===== src/hdl/assert_macros.svh =====
// Assertion macros used by dvq_ctrl, the sequencer of the visit queue.
// Each macro expects signals named clk and rst_n in the scope where it is used.
`ifndef ASSERT_MACROS_SVH
`define ASSERT_MACROS_SVH

// The consequent must hold in the same cycle as the antecedent.
`define DVQ_ASSERT_SAME(lbl, ante, cons, msg) \
  lbl: assert property (@(posedge clk) disable iff (!rst_n) (ante) |-> (cons)) else $error(msg);

// The consequent must hold in the cycle after the antecedent.
`define DVQ_ASSERT_NEXT(lbl, ante, cons, msg) \
  lbl: assert property (@(posedge clk) disable iff (!rst_n) (ante) |=> (cons)) else $error(msg);

`endif


===== src/hdl/dvq_pkg.sv =====
// Package of the deduplicating visit queue: contact and result types, codes.
// Used by dvq_ram, dvq_ctrl and dedup_visit_queue; depends on nothing.
`default_nettype none

package dvq_pkg;

  localparam logic CMD_ADD  = 1'b0;
  localparam logic CMD_TAKE = 1'b1;

  typedef enum logic [1:0] {
    STAT_OK    = 2'd0,
    STAT_DUP   = 2'd1,
    STAT_FULL  = 2'd2,
    STAT_EMPTY = 2'd3
  } status_t;

  // Address sits in the lowest bits so the packed form matches tdata.
  typedef struct packed {
    logic [15:0] port;
    logic [63:0] id;
    logic [31:0] address;
  } contact_t;

  typedef struct packed {
    status_t     status;
    logic [6:0]  entry_count;
    logic        pending;
    contact_t    contact;
  } result_t;

endpackage

`default_nettype wire


===== src/hdl/dvq_ctrl.sv =====
// Sequencer of the visit queue: duplicate scan, append and take over the contact memory.
// Depends on dvq_pkg and assert_macros.svh; drives one dvq_ram.
`default_nettype none

`include "assert_macros.svh"

module dvq_ctrl
  import dvq_pkg::*;
#(
  parameter int DEPTH = 64,
  localparam int AW = (DEPTH > 1) ? $clog2(DEPTH) : 1,
  localparam int CW = $clog2(DEPTH + 1)
) (
  input  wire logic          clk,
  input  wire logic          rst_n,
  input  wire logic          in_valid,
  output logic               in_ready,
  input  wire logic          in_command,
  input  wire contact_t      in_contact,
  output logic               res_valid,
  input  wire logic          res_ready,
  output result_t            res,
  output logic               wr_en,
  output logic [AW-1:0]      wr_addr,
  output contact_t           wr_data,
  output logic               rd_en,
  output logic [AW-1:0]      rd_addr,
  input  wire contact_t      rd_data
);

  typedef enum logic [1:0] {S_IDLE, S_SCAN, S_TAKE, S_HOLD} state_t;

  state_t          state_r, state_nxt;
  logic [CW-1:0]   fill_r, fill_nxt;
  logic [CW-1:0]   head_r, head_nxt;
  logic [CW-1:0]   scan_r, scan_nxt;
  logic            cmp_vld_r, cmp_vld_nxt;
  logic            hit_r, hit_nxt;
  contact_t        req_r, req_nxt;
  status_t         stat_r, stat_nxt;
  contact_t        out_r, out_nxt;

  // Takes always check the lowest unchecked entry, so the checked entries form
  // a prefix of the table and head_r marks its end.
  always_comb begin
    state_nxt   = state_r;
    fill_nxt    = fill_r;
    head_nxt    = head_r;
    scan_nxt    = scan_r;
    cmp_vld_nxt = cmp_vld_r;
    hit_nxt     = hit_r;
    req_nxt     = req_r;
    stat_nxt    = stat_r;
    out_nxt     = out_r;
    rd_en       = 1'b0;
    rd_addr     = '0;
    wr_en       = 1'b0;
    wr_addr     = fill_r[AW-1:0];
    wr_data     = req_r;
    in_ready    = (state_r == S_IDLE);
    res_valid   = (state_r == S_HOLD);
    case (state_r)
      S_IDLE: begin
        if (in_valid) begin
          if (in_command == CMD_ADD) begin
            req_nxt     = in_contact;
            scan_nxt    = '0;
            hit_nxt     = 1'b0;
            cmp_vld_nxt = 1'b0;
            state_nxt   = S_SCAN;
          end else if (head_r == fill_r) begin
            stat_nxt  = STAT_EMPTY;
            out_nxt   = '0;
            state_nxt = S_HOLD;
          end else begin
            rd_en     = 1'b1;
            rd_addr   = head_r[AW-1:0];
            state_nxt = S_TAKE;
          end
        end
      end
      S_TAKE: begin
        out_nxt   = rd_data;
        stat_nxt  = STAT_OK;
        head_nxt  = head_r + 1'b1;
        state_nxt = S_HOLD;
      end
      S_SCAN: begin
        cmp_vld_nxt = 1'b0;
        if (cmp_vld_r && (rd_data == req_r)) begin
          hit_nxt = 1'b1;
        end
        if (scan_r != fill_r) begin
          rd_en       = 1'b1;
          rd_addr     = scan_r[AW-1:0];
          scan_nxt    = scan_r + 1'b1;
          cmp_vld_nxt = 1'b1;
        end else if (!cmp_vld_r) begin
          out_nxt   = '0;
          state_nxt = S_HOLD;
          if (hit_r) begin
            stat_nxt = STAT_DUP;
          end else if (fill_r == CW'(DEPTH)) begin
            stat_nxt = STAT_FULL;
          end else begin
            stat_nxt = STAT_OK;
            wr_en    = 1'b1;
            fill_nxt = fill_r + 1'b1;
          end
        end
      end
      S_HOLD: begin
        if (res_ready) begin
          state_nxt = S_IDLE;
        end
      end
      default: begin
        state_nxt = S_IDLE;
      end
    endcase
  end

  always_ff @(posedge clk) begin
    if (!rst_n) begin
      state_r   <= S_IDLE;
      fill_r    <= '0;
      head_r    <= '0;
      cmp_vld_r <= 1'b0;
    end else begin
      state_r   <= state_nxt;
      fill_r    <= fill_nxt;
      head_r    <= head_nxt;
      cmp_vld_r <= cmp_vld_nxt;
    end
    scan_r <= scan_nxt;
    hit_r  <= hit_nxt;
    req_r  <= req_nxt;
    stat_r <= stat_nxt;
    out_r  <= out_nxt;
  end

  always_comb begin
    res.status      = stat_r;
    res.entry_count = 7'(fill_r);
    res.pending     = (head_r != fill_r);
    res.contact     = out_r;
  end

  `DVQ_ASSERT_SAME(a_head_within_fill, 1'b1, head_r <= fill_r, "take pointer passed fill count")
  `DVQ_ASSERT_SAME(a_fill_within_depth, 1'b1, fill_r <= CW'(DEPTH), "fill count above depth")
  `DVQ_ASSERT_SAME(a_write_not_full, wr_en, fill_r < CW'(DEPTH) && !hit_r, "append to full table")
  `DVQ_ASSERT_NEXT(a_append_grows, wr_en, fill_r == $past(fill_r) + 1'b1, "append lost")

endmodule

`default_nettype wire


===== config.mk =====
export PLATFORM = sky130hd
export DESIGN_NAME = dvq_ctrl
export DESIGN_NICKNAME = d
export VERILOG_FILES = /design/src/hdl/dvq_pkg.sv /design/src/hdl/dvq_ctrl.sv
export VERILOG_INCLUDE_DIRS = /design/src /design/src/hdl
export SDC_FILE = /design/constraint.sdc
export NUM_CORES = 1
export LEC_CHECK = 0
export BUFFER_PORTS_ARGS = -buffer_cell sky130_fd_sc_hd__buf_2
export CAP_MARGIN = 20
export CORE_AREA = 8 8 180 182
export DETAILED_ROUTE_END_ITERATION = 10
export DIE_AREA = 0 0 188 190
export PLACE_DENSITY = 0.66
export SETUP_SLACK_MARGIN = 0.4
export SLEW_MARGIN = 20
export SYNTH_ARGS = -nofsm -noshare
export SYNTH_HDL_FRONTEND = slang
export SYNTH_SLANG_ARGS = --single-unit

===== constraint.sdc =====
create_clock -name clk -period 12.98 [get_ports clk]
set_input_delay 0.649 -clock clk [delete_from_list [all_inputs] [get_ports clk]]
set_output_delay 0.649 -clock clk [all_outputs]
set_load 0.02 [all_outputs]

==> metrics.csv, run 1 <==
metric,value,unit
Die Y,190,um
CTS Buf Count,28,
DP Wirelength,30100,um
first-pass GRT wire length,53600,um
RSZ-0062 raised after global routing,false,
clock buffer depth,3,
ys async rst share,0,%
initial antenna violation count,9,
Max Slew Vio Count,0,
H-tree depth,1,
Tmin final,3.31,ns
Core Region,0.0294,mm^2
1st-iter DRT viols,399,
Crit. End Element,output port,
post-CTS setup buffers,0,
Post-synth EDFFs,234,
grt total ovfl,0,
Synth Register Bits,251,
Fill cells,2662,
DRT Pass-1 Iters,5,
Yosys top cell by area,edfxtp_1,
DR vias,7734,
share of cells above drive strength 1,43.7,%
synthesized area per cell,14.6,um^2
sequential area share after synthesis,70.1,%
CP Launch Point,state_r[1],
"Clk pin slew, worst setup/hold paths",0.06,ns
Worst path max stage delay,0.51,ns
Max-Slew Margin vs Limit,26.8,%
slowest cell on the critical path,ha_1,
sinks on the clock net,251,
TritonCTS clock tree,yes,
# IOs,479,
Lkg Pwr,6.08,nW
cells along the critical path,"inv_1, ha_1, nand2b_1, or2_1, nor4b_4, buf_2",
Compound-Gate Fraction of Synth Area,5.00,%
Syn Nets,955,
worst r2r src,fill_r[3],
R2R depth,7,
Hold Path Origin,in_contact[12],
Max Cap Viol,0,
clk_skew,0.0157,ns
Post-Route WL,37600,um
largest family of logic cells by synthesized area,simple AND/OR/NAND/NOR gates,
via-per-instance ratio,4.76,
GR peak layer,met2,
Worst Hold Path Cells,1,
met1 Use GR,22.7,%
post-CTS sizing,0,
effective utilization at floorplan,35.7,%
slew at the pin closest to its max-slew limit,1.10,ns
CTS Root Cell,clkbuf_16,
met3 GRT Util,6.28,%
synth unique cells,50,
pwr dens,216,mW/mm^2
Synth Flop Type,edfxtp_1,
drt drc,0,
GPL Wtd Cong,0.926,
Clock Latency Late Sink,0.55,ns
GRT Util Overall,19.9,%
status,finished clean,
die area,0.0357,mm^2
Worst Hold Class,input port to register,
Setup crit start kind,register,
worst hold slack,0.267,ns
Tcrit/Tclk final,25.5,%
VDD IR-drop max,138,uV
Worst R2R Setup Slack,9.70,ns
maximum clock frequency,302,MHz
met2 Track Usage GR,35.5,%
total power,3.08,mW
Area contributors post-synth,"edfxtp_1 67%, and2_1 7.4%, xnor2_1 5.4%",
final setup fails,0,
drt wl/cell,23.1,um
mux contribution to synthesized area,0.393,%
Post-Synth Adder-Cell Area,0.953,%
Nets,1445,
"Cell Area, Synth",0.0105,mm^2
CP arrival,2.66,ns
vias in the first global route,8188,
share of the synthesized area in the top cell type,66.9,%
Final Hold Viols,0,
RR Endpoint,res[84],
synthesis warning total,0,
Mapped Cells,718,
Hold Buf Count CTS,0,
IO buf count,478,
ANT nets after route,0,
critical path class,register to output port,
standard-cell rows,63,
pin count of the biggest net entering global routing,120,
CP Data Required Time,12.33,ns
setup_tns,0,ns
"Max FO, Critical Path",17,
post-synthesis simple-gate area fraction,12.7,%
Die Wd,188,um
Synth-to-Final Area Change,36.0,%
Post-Synth XOR/XNOR Area,7.67,%
Hold EP,wr_data[12],
-- state kept, by name (all words and copies together) (netlist names), 2 cells and up --
register / flops
stat_r: 2
res: 112
scan_r: 7
state_r: 2
wr_data: 112
head_r: 7
fill_r: 7
-- worst max-delay path: cells and delay by family (launching register included) --
kind / cells / cell delay (ns)
and+or+nand+nor: 3 / 0.88
adders and majority gates: 1 / 0.51
buffers and inverters: 2 / 0.37
DFF: 1 / 0.35
-- how the worst max path moves through the flow --
stage,end,slack (ns),cells after the start
after floorplan,res[0],4.32,6
after global placement,res[10],9.78,7
after detailed placement,res[10],9.72,7
after CTS,wr_en,9.67,6
after global routing,res[76],9.50,7
final,wr_en,9.67,6
-- cells by family after synthesis --
kind of cell               after synthesis
DFF                                    251
and+or+nand+nor                        214
xor gates and xnor gates                92
buffers and inverters                   80
AOI/OAI and AO/OA                       69
adders and majority gates                8
muxes                                    4
-- cells in the mapped netlist, types with 3 or more instances --
| library cell | number |
|---|---|
| xnor2_1 | 65 |
| nand2b_1 | 3 |
| o21ai_0 | 3 |
| o22ai_1 | 18 |
| inv_1 | 54 |
| and3_1 | 3 |
| buf_4 | 7 |
| xor2_1 | 27 |
| a22oi_1 | 3 |
| a221oi_1 | 7 |
| ha_1 | 8 |
| nor2b_1 | 6 |
| edfxtp_1 | 234 |
| nor2_1 | 6 |
| a22o_1 | 10 |
| clkbuf_1 | 17 |
| nor4_1 | 16 |
| mux2i_1 | 3 |
| o2bb2ai_1 | 13 |
| nand4_1 | 21 |
| nand3_1 | 9 |
| dfxtp_1 | 17 |
| and2_1 | 125 |
| nand2_1 | 10 |
| o21ai_1 | 3 |
-- power breakdown --
part	internal [mW]	switching (mW)	leakage [nW]	total, mW
sequential	1.21	0.0914	2.37	1.31
combinational	0.286	0.690	3.25	0.976
clock	0.474	0.327	0.457	0.801
total	1.97	1.11	6.08	3.08
-- layout make-up --
class	count	area, um^2	area share [%]
Sequential cell	251	7370	51.6
Multi-Input combinational cell	387	2840	19.9
Timing Repair Buffer	485	2440	17.1
Clock buffer	36	762	5.33
Tap cell	390	488	3.41
Inverter	55	206	1.44
Clock inverter	16	165	1.16
Antenna cell	6	15.0	0.105
-- placed cells by master, fill, tap and decap left out, drive strengths merged, types with 3 or more instances in the layout --
master	n
a221oi	7
nor4	16
clkbuf	36
bufinv	3
and3	3
dfxtp	17
a22o	11
nand3	11
edfxtp	234
nor2b	6
xor2	27
inv	56
mux2i	3
diode	6
clkinv	12
o21ai	6
o22ai	18
nor2	6
a22oi	3
nand2b	3
nand2	10
buf	485
and2	126
nand4	21
ha	8
o2bb2ai	13
xnor2	65
-- per-layer routing --
layer	vias to the layer above	share of wire, %
met5	-	0.10
met2	382	51
met1	3700	38
met3	60	8.7
li1	3586	-
met4	6	2.0
-- through the flow --
stage | setup WS [ns] | utilization [%] | instance area (um^2) | cells
4_1_cts | 9.67 | 48.6 | 14300 | 1620
3_5_place_dp | 9.72 | 45.4 | 13300 | 1568
5_1_grt | 9.50 | 48.6 | 14300 | 1625
3_3_place_gp | 9.78 | 45.4 | 13300 | 1568
6_report | 9.67 | 48.6 | 14300 | 1626
2_1_floorplan | 4.32 | - | 10500 | 718
Note: power is estimated with default switching activity, not from simulation.
==> inputs of run 2 (changes only) <==
==> constraint.sdc (replaced) <==
create_clock -name clk -period 2.7 [get_ports clk]
set_input_delay 0.135 -clock clk [delete_from_list [all_inputs] [get_ports clk]]
set_output_delay 0.135 -clock clk [all_outputs]
set_load 0.02 [all_outputs]
==> metrics.csv, run 2 (synthesis gave the netlist of run 1 again) <==
metric,value,unit
Crit. End Element,output port,
Hold EP,state_r[0],
standard-cell rows,63,
DR vias,9075,
CTS Root Cell,clkbuf_16,
worst r2r src,head_r[3],
via-per-instance ratio,4.82,
Max Cap Viol,0,
Worst R2R Setup Slack,0.36,ns
sinks on the clock net,251,
critical path class,register to output port,
CP arrival,2.27,ns
CP Data Required Time,2.57,ns
RR Endpoint,res[72],
IO buf count,478,
VDD IR-drop max,662,uV
grt total ovfl,0,
Core Region,0.0294,mm^2
Setup crit start kind,register,
Nets,1706,
pwr dens,964,mW/mm^2
Clock Latency Late Sink,0.54,ns
H-tree depth,1,
initial antenna violation count,4,
Die Wd,188,um
GRT Util Overall,23.9,%
die area,0.0357,mm^2
pin count of the biggest net entering global routing,113,
drt wl/cell,24.0,um
total power,16.6,mW
Worst Hold Class,input port to register,
DP Wirelength,31500,um
Worst path max stage delay,0.35,ns
GPL Wtd Cong,0.912,
R2R depth,9,
Final Hold Viols,0,
ANT nets after route,0,
area of the multi-input gates,0.00293,mm^2
Hold Path Origin,in_command,
Max Slew Vio Count,0,
share of cells above drive strength 1,39.7,%
Max-Slew Margin vs Limit,49.7,%
DRT Pass-1 Iters,4,
TritonCTS clock tree,yes,
clk_skew,0.0113,ns
Post-Route WL,45300,um
final setup fails,0,
sequential cell area,0.00739,mm^2
"Max FO, Critical Path",7,
Lkg Pwr,7.34,nW
Synth-to-Final Area Change,64.4,%
1st-iter DRT viols,483,
first-pass GRT wire length,64600,um
Tcrit/Tclk final,88.9,%
clock buffer depth,3,
Die Y,190,um
Fill cells,2245,
# IOs,479,
slew at the pin closest to its max-slew limit,0.755,ns
slowest cell on the critical path,dfxtp_4,
maximum clock frequency,416,MHz
effective utilization at floorplan,35.7,%
Worst Hold Path Cells,4,
"commonest cells after routing, fill and taps aside","470 x buf_2, 234 x edfxtp_1, 225 x dlygate4sd3_1, 125 x and2_1, 65 x xnor2_1",
cells along the critical path,"xor2_1, nor4_1, nand4_1, buf_4, nand2_4, nor2_4, a22o_1, buf_6",
"commonest non-fill, non-tap cell in the layout",buf_2,
"Clk pin slew, worst setup/hold paths",0.06,ns
setup_tns,0,ns
vias in the first global route,9930,
Tmin final,2.40,ns
RSZ-0062 raised after global routing,true,
status,finished clean,
CTS Buf Count,28,
drt drc,0,
## run 2: cell types whose count changed in the layout (fill, tap and decap cells not counted), moves of 4 or more
| cell | previous run | this run |
|---|---|---|
| dfxtp_1 | 17 | 6 |
| dlygate4sd3_1 | 0 | 225 |
| buf_4 | 7 | 20 |
| clkinv_1 | 5 | 9 |
| buf_2 | 478 | 470 |
| buf_12 | 0 | 5 |
| clkbuf_16 | 29 | 39 |
| dfxtp_2 | 0 | 8 |
| nor4_1 | 16 | 12 |
| buf_6 | 0 | 8 |
| buf_8 | 0 | 5 |
## run 2: worst max-delay path by stage
stage	end	cells after the start	from	slack, ns
after floorplan	res[0]	6	fill_r[3]	-2.78
after global placement	hit_r	6	wr_data[100]	0.28
after detailed placement	hit_r	6	wr_data[88]	0.26
after CTS	rd_addr[4]	8	head_r[3]	0.33
after global routing	rd_addr[5]	8	head_r[3]	0.21
final	rd_addr[4]	8	head_r[3]	0.30
## run 2: area by class of cell
class                           count  area share, %
Sequential cell                   251           42.8
Timing Repair Buffer              746           31.0
Multi-Input combinational cell    387           17.0
Clock buffer                       34           4.31
Tap cell                          390           2.83
Inverter                           55           1.20
Clock inverter                     16          0.848
Antenna cell                        4         0.0580
## run 2: through the flow
stage / setup WS, ns / instances / instance area, um^2 / utilization [%] / hold slack (ns)
final: 0.299 / 1883 / 17300 / 58.7 / 0.0537
after CTS: 0.328 / 1864 / 16900 / 57.4 / 0.0263
after detailed placement: 0.256 / 1578 / 13500 / 46.0 / 0.313
after global routing: 0.207 / 1882 / 17300 / 58.7 / 0.0692
after floorplan: -2.78 / 718 / 10600 / - / 0.234
after global placement: 0.278 / 1578 / 13500 / 46.0 / 0.312
## run 2: report_power, final
| group | switching [mW] | internal, mW | leakage, nW |
|---|---|---|---|
| logic | 3.90 | 2.63 | 4.53 |
| clock network | 1.55 | 2.23 | 0.432 |
| registers | 0.511 | 5.83 | 2.38 |
| total | 5.96 | 10.7 | 7.34 |
## run 2: critical path, delay by kind of cell, from the launching register on
| family | cells | cell delay [ns] |
|---|---|---|
| xor+xnor | 1 | 0.15 |
| compound gates | 1 | 0.26 |
| buf+inv | 2 | 0.36 |
| flops | 1 | 0.35 |
| simple gates | 4 | 0.61 |
## run 2: layer usage
metal  GRT usage (%)  wire length (um)  up-vias
met2            42.5             23000      489
met4            9.33              1710        2
met5               0                15        -
met1            26.9             16800     4367
met3            6.65              3720      106
li1                -                 -     4111
## run 2: timing repair
item / 4_1_cts / 5_1_grt
hold buffers: 225 / 0
endpoints found under the hold margin: 225 / 0
setup buffers: 10 / 2
setup endpoints to repair: 92 / 122
resized for setup: 30 / 20
pin swaps: 11 / 8
cloned: 1 / 13
